`src/rtl/core/stxp_pkg.sv`:
```
// shared types and constants for the spi transmit word packer
package stxp_pkg;

   // unit size codes
   localparam logic [1:0] SIZE_ONE  = 2'd0;
   localparam logic [1:0] SIZE_TWO  = 2'd1;
   localparam logic [1:0] SIZE_FOUR = 2'd2;

   // how many units one request can produce
   localparam logic [1:0] PUSH_NONE = 2'd0;
   localparam logic [1:0] PUSH_ONE  = 2'd1;
   localparam logic [1:0] PUSH_TWO  = 2'd2;

   // result queue geometry
   localparam int unsigned FIFO_DEPTH = 8;
   localparam int unsigned FIFO_AW    = $clog2(FIFO_DEPTH);
   // room for the unit pair of a request in the stage plus one more pair
   localparam logic [FIFO_AW:0] ACCEPT_LIMIT = (FIFO_AW + 1)'(FIFO_DEPTH - 4);

   // configuration register map
   localparam int unsigned CSR_AW = 2;
   localparam logic [CSR_AW-1:0] CSR_ADDR_BYTE_ORDER = '0;

   typedef struct packed {
      logic [7:0] data_byte;
      logic       end_of_transfer;
      logic       last_transfer;
      logic       quad_lanes;
   } req_type;

   typedef struct packed {
      logic [31:0] write_word;
      logic [1:0]  unit_size;
      logic        quad_data;
      logic        keep_select;
      logic        last_of_run;
   } rsp_type;

   // units handed from the packer to the result queue in one cycle
   typedef struct packed {
      logic [1:0] num;
      rsp_type    first;
      rsp_type    second;
   } push_type;

endpackage

```
`src/rtl/core/spi_tx_word_packer_core.sv`:
```
// top level of the spi transmit word packer
// Packs transmit bytes into write units for a serial flash controller. One
// request (a byte with its end-of-transfer, last-transfer and quad flags) is
// taken per cycle when the result queue has room; it lands in a stage
// register, the packer logic forms zero, one or two units from it and the
// held bytes, and those units enter an eight-entry result queue that drives
// the rsp channel. Every fourth byte of a transfer yields a 32-bit unit; at
// end of transfer a tail of one or two bytes yields one unit and a tail of
// three yields a halfword unit then a byte unit. A request goes through the
// stage register and then the result queue on its way to the rsp channel.
// Sustained rate is one request per cycle while req_stall is low; the queue
// takes two units per cycle but hands out at most one. req_stall comes from
// the registered queue fill only. The byte order register (low_order_first,
// byte address 0) must only be written while idle.
module spi_tx_word_packer_core (
   input  logic                              clock,
   input  logic                              reset,
   // request channel
   input  logic                              req_valid,
   output logic                              req_stall,
   input  stxp_pkg::req_type                 req_data,
   // result channel
   output logic                              rsp_valid,
   input  logic                              rsp_stall,
   output stxp_pkg::rsp_type                 rsp_data,
   // configuration port
   input  logic                              psel,
   input  logic                              penable,
   input  logic                              pwrite,
   input  logic [stxp_pkg::CSR_AW-1:0]       paddr,
   input  logic [31:0]                       pwdata,
   output logic [31:0]                       prdata,
   output logic                              pready
);

   logic                            lof_ff;
   logic                            lof_in;
   logic                            item_valid_ff;
   logic                            item_valid_in;
   stxp_pkg::req_type               item_ff;
   logic [7:0]                      held_ff [3];
   logic [1:0]                      held_cnt_ff;
   logic [1:0]                      held_cnt_in;
   logic [1:0]                      held_cnt_next;
   logic                            held_wr;
   logic                            req_accept;
   logic                            csr_write;
   stxp_pkg::push_type              pack_push;
   stxp_pkg::push_type              push;
   logic [stxp_pkg::FIFO_AW:0]      fifo_count;

   // configuration register, always ready
   assign pready    = 1'b1;
   assign csr_write = psel & penable & pwrite & pready
                      & (paddr == stxp_pkg::CSR_ADDR_BYTE_ORDER);
   assign lof_in    = csr_write ? pwdata[0] : lof_ff;
   assign prdata    = (paddr == stxp_pkg::CSR_ADDR_BYTE_ORDER) ? {31'h0, lof_ff} : 32'h0;

   // request side: stall only when queue cannot absorb two more pairs
   assign req_stall     = (fifo_count > stxp_pkg::ACCEPT_LIMIT);
   assign req_accept    = req_valid & ~req_stall;
   assign item_valid_in = req_accept;

   always_ff @(posedge clock) begin
      if (reset) begin
         lof_ff        <= 1'b0;
         item_valid_ff <= 1'b0;
         held_cnt_ff   <= 2'd0;
      end else begin
         lof_ff        <= lof_in;
         item_valid_ff <= item_valid_in;
         held_cnt_ff   <= held_cnt_in;
      end
   end

   // stage register for the accepted request
   always_ff @(posedge clock) begin
      if (req_accept) begin
         item_ff <= req_data;
      end
   end

   stxp_pack u_pack (
      .low_order_first (lof_ff),
      .item            (item_ff),
      .held0           (held_ff[0]),
      .held1           (held_ff[1]),
      .held2           (held_ff[2]),
      .held_cnt        (held_cnt_ff),
      .push            (pack_push),
      .held_cnt_next   (held_cnt_next),
      .held_wr         (held_wr)
   );

   // packer output only counts when the stage holds a request
   always_comb begin
      push = pack_push;
      if (!item_valid_ff) begin
         push.num = stxp_pkg::PUSH_NONE;
      end
   end

   assign held_cnt_in = item_valid_ff ? held_cnt_next : held_cnt_ff;

   // held byte storage, written at the slot after the held ones
   always_ff @(posedge clock) begin
      if (item_valid_ff && held_wr) begin
         held_ff[held_cnt_ff] <= item_ff.data_byte;
      end
   end

   stxp_rsp_fifo u_rsp_fifo (
      .clock     (clock),
      .reset     (reset),
      .push      (push),
      .pop       (~rsp_stall),
      .out_valid (rsp_valid),
      .out_data  (rsp_data),
      .count     (fifo_count)
   );

   // queue never overflows
   a_fifo_bound: assert property (@(posedge clock) disable iff (reset)
      fifo_count <= (stxp_pkg::FIFO_AW + 1)'(stxp_pkg::FIFO_DEPTH))
      else $error("result queue overflow");

   // an end-of-transfer request always empties the held bytes
   a_eot_flush: assert property (@(posedge clock) disable iff (reset)
      item_valid_ff && item_ff.end_of_transfer |=> held_cnt_ff == 2'd0)
      else $error("held bytes left after end of transfer");

   // a group of four always leaves as one full word
   a_full_group: assert property (@(posedge clock) disable iff (reset)
      item_valid_ff && held_cnt_ff == 2'd3 |->
         push.num == stxp_pkg::PUSH_ONE && push.first.unit_size == stxp_pkg::SIZE_FOUR)
      else $error("full group not sent as word");

   // byte units carry zero upper bits
   a_byte_zero: assert property (@(posedge clock) disable iff (reset)
      rsp_valid && rsp_data.unit_size == stxp_pkg::SIZE_ONE |->
         rsp_data.write_word[31:8] == 24'h000000)
      else $error("byte unit with nonzero upper bits");

   // an accepted request is in the stage next cycle
   a_stage_load: assert property (@(posedge clock) disable iff (reset)
      req_accept |=> item_valid_ff)
      else $error("accepted request lost");

endmodule

```
`src/rtl/core/stxp_pack.sv`:
```
// byte grouping and unit formation for one request
module stxp_pack (
   input  logic                 low_order_first,
   input  stxp_pkg::req_type    item,
   input  logic [7:0]           held0,
   input  logic [7:0]           held1,
   input  logic [7:0]           held2,
   input  logic [1:0]           held_cnt,
   output stxp_pkg::push_type   push,
   output logic [1:0]           held_cnt_next,
   output logic                 held_wr
);

   logic [7:0]  g0;
   logic [7:0]  g1;
   logic [7:0]  g2;
   logic [7:0]  g3;
   logic [31:0] pack4;
   logic [31:0] pack2;
   logic        final_keep;

   // new byte takes the slot after the held ones
   assign g0 = (held_cnt == 2'd0) ? item.data_byte : held0;
   assign g1 = (held_cnt == 2'd1) ? item.data_byte : held1;
   assign g2 = (held_cnt == 2'd2) ? item.data_byte : held2;
   assign g3 = item.data_byte;

   assign pack4 = low_order_first ? {g3, g2, g1, g0} : {g0, g1, g2, g3};
   assign pack2 = low_order_first ? {16'h0000, g1, g0} : {16'h0000, g0, g1};

   assign final_keep = ~(item.end_of_transfer & item.last_transfer);

   always_comb begin
      push                    = '0;
      push.first.quad_data    = item.quad_lanes;
      push.second.quad_data   = item.quad_lanes;
      push.first.keep_select  = final_keep;
      push.first.last_of_run  = 1'b1;
      push.second.keep_select = final_keep;
      push.second.last_of_run = 1'b1;
      held_cnt_next           = 2'd0;
      held_wr                 = 1'b0;
      priority if (held_cnt == 2'd3) begin
         push.num              = stxp_pkg::PUSH_ONE;
         push.first.write_word = pack4;
         push.first.unit_size  = stxp_pkg::SIZE_FOUR;
      end else if (!item.end_of_transfer) begin
         held_wr       = 1'b1;
         held_cnt_next = held_cnt + 2'd1;
      end else if (held_cnt == 2'd2) begin
         // three-byte tail: halfword then byte
         push.num                = stxp_pkg::PUSH_TWO;
         push.first.write_word   = pack2;
         push.first.unit_size    = stxp_pkg::SIZE_TWO;
         push.first.keep_select  = 1'b1;
         push.first.last_of_run  = 1'b0;
         push.second.write_word  = {24'h000000, g2};
         push.second.unit_size   = stxp_pkg::SIZE_ONE;
      end else if (held_cnt == 2'd1) begin
         push.num              = stxp_pkg::PUSH_ONE;
         push.first.write_word = pack2;
         push.first.unit_size  = stxp_pkg::SIZE_TWO;
      end else begin
         push.num              = stxp_pkg::PUSH_ONE;
         push.first.write_word = {24'h000000, g0};
         push.first.unit_size  = stxp_pkg::SIZE_ONE;
      end
   end

endmodule

```
`src/rtl/core/stxp_rsp_fifo.sv`:
```
// small result queue taking up to two units per cycle
module stxp_rsp_fifo (
   input  logic                            clock,
   input  logic                            reset,
   input  stxp_pkg::push_type              push,
   input  logic                            pop,
   output logic                            out_valid,
   output stxp_pkg::rsp_type               out_data,
   output logic [stxp_pkg::FIFO_AW:0]      count
);

   stxp_pkg::rsp_type               mem_ff [stxp_pkg::FIFO_DEPTH];
   logic [stxp_pkg::FIFO_AW-1:0]    wr_ptr_ff;
   logic [stxp_pkg::FIFO_AW-1:0]    wr_ptr_in;
   logic [stxp_pkg::FIFO_AW-1:0]    rd_ptr_ff;
   logic [stxp_pkg::FIFO_AW-1:0]    rd_ptr_in;
   logic [stxp_pkg::FIFO_AW:0]      count_ff;
   logic [stxp_pkg::FIFO_AW:0]      count_in;
   logic [stxp_pkg::FIFO_AW-1:0]    wr_ptr_nxt;
   logic                            do_pop;

   assign out_valid  = (count_ff != '0);
   assign out_data   = mem_ff[rd_ptr_ff];
   assign count      = count_ff;
   assign do_pop     = pop & out_valid;
   assign wr_ptr_nxt = wr_ptr_ff + stxp_pkg::FIFO_AW'(1);

   always_comb begin
      wr_ptr_in = wr_ptr_ff + stxp_pkg::FIFO_AW'(push.num);
      rd_ptr_in = rd_ptr_ff + stxp_pkg::FIFO_AW'(do_pop);
      count_in  = count_ff + (stxp_pkg::FIFO_AW + 1)'(push.num)
                  - (stxp_pkg::FIFO_AW + 1)'(do_pop);
   end

   always_ff @(posedge clock) begin
      if (reset) begin
         wr_ptr_ff <= '0;
         rd_ptr_ff <= '0;
         count_ff  <= '0;
      end else begin
         wr_ptr_ff <= wr_ptr_in;
         rd_ptr_ff <= rd_ptr_in;
         count_ff  <= count_in;
      end
   end

   always_ff @(posedge clock) begin
      if (push.num != stxp_pkg::PUSH_NONE) begin
         mem_ff[wr_ptr_ff] <= push.first;
      end
      if (push.num == stxp_pkg::PUSH_TWO) begin
         mem_ff[wr_ptr_nxt] <= push.second;
      end
   end

endmodule
```
`config.mk`:
```
export PLATFORM = sky130hd
export DESIGN_NAME = spi_tx_word_packer_core
export DESIGN_NICKNAME = d
export VERILOG_FILES = /design/src/rtl/core/stxp_pkg.sv /design/src/rtl/core/spi_tx_word_packer_core.sv /design/src/rtl/core/stxp_pack.sv /design/src/rtl/core/stxp_rsp_fifo.sv
export SDC_FILE = /design/constraint.sdc
export NUM_CORES = 1
export LEC_CHECK = 0
export BUFFER_PORTS_ARGS = -buffer_cell sky130_fd_sc_hd__buf_2
export CAP_MARGIN = 40
export CORE_ASPECT_RATIO = 0.6
export CORE_MARGIN = 2
export CORE_UTILIZATION = 55
export CTS_BUF_LIST = sky130_fd_sc_hd__clkbuf_16
export DETAILED_ROUTE_END_ITERATION = 8
export GPL_ROUTABILITY_DRIVEN = 0
export PLACE_DENSITY_LB_ADDON = 0.12
export SLEW_MARGIN = 0
export SYNTH_ARGS = -nofsm -noshare
export SYNTH_HDL_FRONTEND = slang
export SYNTH_SLANG_ARGS = --single-unit
export TNS_END_PERCENT = 5
```
`constraint.sdc`:
```
create_clock -name clock -period 5.9 [get_ports clock]
set_input_delay 1.475 -clock clock [delete_from_list [all_inputs] [get_ports clock]]
set_output_delay 1.475 -clock clock [all_outputs]
set_load 0.005 [all_outputs]
```
==> impl_metrics.ini <==
[outcome]
status = finished clean

[cells_and_area]
fin_area_um2 = 17600
layout_commonest_cell = nand2_1
fill_cells = 2387
diodes = 0
syn2layout_area_growth_pct = 8.91
regArea_um2 = 8070
final_cell_mix = nand2_1 (309), dfxtp_1 (227), a21oi_1 (157)
layout-drive-gt1-share = 0.201
multi_input_area_um2 = 7270
nets = 1557

[timing]
max_slew_margin = 0.359
clock_skew_ns = 0.0119
timing_hold_violations_final = 0
tns_ns = 0
max_slew.worst_pin.slew_ns = 0.961
rsz0062_at_grt = false
timing.hold.ws_ns = 0.451
setup_ws_ns = 1.59
fin_crit_ns = 4.31
period_share = 0.731
finalSetupViolations = 0
clock.fmax_ghz = 0.232
slew_violations = 0

[logic_synthesis]
ys.flop_type = dfxtp_1
ys.warnings.count = 0
netlist_area_um2 = 16200
syn_inst = 1471
syn_area_per_cell_um2 = 11.0
async_flop_share = 0
synth-seq-cells = 345
yosysUniqueCellTypes = 65
seq_area_frac_synth = 0.499
synth-edff-count = 115

[clock_tree]
clockRootBuffer = clkbuf_16
cts.sinks = 345
post_cts_resized = 0
hold_buffers = 0
numCtsBuffers = 34
post_cts_buffers = 0
clk_latency_ns = 0.52
cts_max_path_buffers = 3
cts_tree = built
clk_pin_slew_worst_paths_ns = 0.07
htree_levels = 2

[floorplanning]
core_area_um2 = 28800
start_util = 0.560
die-height_um = 137
fp.dieArea_um2 = 30800
die_w_um = 225
io_pins = 124
row_count = 48

[min_path]
hp-class = register to register

[critical_path]
critPathArrivalTime_ns = 2.84
path_max_fanout = 54
worst_setup_path_end_kind = output pin
cp_slowest_cell = dfxtp_4
setup.worst_path.class = register to output pin
critPathMaxStageDelay_ns = 0.68
startpoint_type = register
cp_cell_sequence = buf_12 > mux4_2 > mux2_2 > buf_2
worstPathRequired_ns = 4.43

[placement]
place_area_um2 = 16500
portBuffers = 60
dpl_worst_slack_ns = 2.13
place_hpwl_um = 29600

[global_routing]
grtUsageTotal = 0.306
grt_pass1_wl_um = 69800
antenna_found_initial = 0
grt_overflow = 0
grt_pass1_vias = 11300
grt_max_degree = 55

[drt]
wirelength_um = 46600
drtAntennaViolNets = 0
vias_per_cell = 6.45
drt-initial-drc-count = 1389
num_vias = 12200
dr.pass1.iters = 5
wire_per_inst_um = 24.7
drc_errors = 0

[pwr]
irDropWorstVdd_v = 0.000284
p_int_mw = 4.15
swShare = 0.273
powerDensity_nw_per_um2 = 324
cellLeakagePower_nw = 6.19
seqPwrFrac = 0.474
power_frac_clock = 0.369
p_sw_mw = 1.56
comb_power_share = 0.157

[run]
maxCapViolCount = 0
[per-layer routing]
layer	vias to the layer above	track usage	routed length, µm
met2	682	0.434	19600
met5	-	0	0
met4	0	0.0640	794
met3	66	0.0766	5510
met1	6085	0.470	20700
li1	5360	-	-
[cell usage after synthesis, types with 10 or more instances]
cell type,number,area [µm²]
edfxtp_1,115,3450
nand2_1,309,1160
mux2i_1,12,120
o22ai_1,72,450
nand2b_1,11,68.8
mux4_2,74,1670
dfxtp_1,230,4600
a21oi_1,157,786
buf_4,45,338
ha_1,15,188
o2bb2ai_1,70,613
mux2_2,51,574
a211o_1,10,87.6
clkbuf_1,21,78.8
nor2_1,29,109
buf_2,67,335
nor2b_1,24,150
inv_1,21,78.8
[cell type report]
class                           instances  share of cell area
Timing Repair Buffer                  101              0.0361
Clock buffer                           38              0.0540
Inverter                               21             0.00448
Clock inverter                         24             0.00697
Tap cell                              375              0.0267
Multi-Input combinational cell        985               0.413
Sequential cell                       345               0.458
[cell families (layout without fill, tap and decap cells)]
family,Yosys count,count (layout),synth area share
and+or+nand+nor,425,425,0.121
buffers and inverters,171,184,0.0596
xor gates and xnor gates,6,6,0.00418
other,2,32,0.000465
DFF,345,345,0.499
adders and majority gates,17,17,0.0141
muxes,139,139,0.148
AOI/OAI and AO/OA,366,366,0.153
[path summary, 6_finish.rpt]
kind,cells after the start,start,slack (ns),end
worst max-delay path,4,u_rsp_fifo.rd_ptr_ff[0]$_SDFF_PP0_,1.59,rsp_data[2]
worst min register to register,2,u_rsp_fifo.mem_ff[6][30]$_SDFFE_PP0P_,0.45,u_rsp_fifo.mem_ff[6][30]$_SDFFE_PP0P_
worst max register to register,6,held_cnt_ff[1]$_SDFFE_PP0P_,2.28,u_rsp_fifo.mem_ff[4][5]$_DFFE_PP_
worst min-delay path,2,u_rsp_fifo.mem_ff[6][30]$_SDFFE_PP0P_,0.45,u_rsp_fifo.mem_ff[6][30]$_SDFFE_PP0P_
[metrics by stage]
step,power (mW),std cells,utilization
after global placement,3.62,1823,0.572
after detailed placement,3.65,1827,0.573
after global routing,5.91,1889,0.610
after CTS,5.73,1889,0.610
after floorplan,3.36,1501,-
final,5.71,1889,0.610
[state kept, by name, summed over array words and instances, names as in the netlist]
register / count
u_rsp_fifo.mem_ff: 296
held_ff: 24
item_ff: 11
u_rsp_fifo.count: 4
u_rsp_fifo.rd_ptr_ff: 3
u_rsp_fifo.wr_ptr_ff: 3
held_cnt_ff: 2
item_valid_ff: 1
lof_ff: 1
[power groups by stage]
stage / logic [mW] / clock network (mW) / registers (mW)
finish: 0.896 / 2.11 / 2.70
global route: 0.969 / 2.23 / 2.72
CTS: 0.897 / 2.13 / 2.70
detailed placement: 0.892 / 0 / 2.75
global placement: 0.868 / 0 / 2.75
floorplan: 0.739 / 0 / 2.62
[worst max-delay path: cells and delay by family (launching register included)]
kind,cells,cell delay [ns]
buf+inv,2,0.58
mux,2,0.96
flops,1,0.68
(Power assumes the default switching activity.)
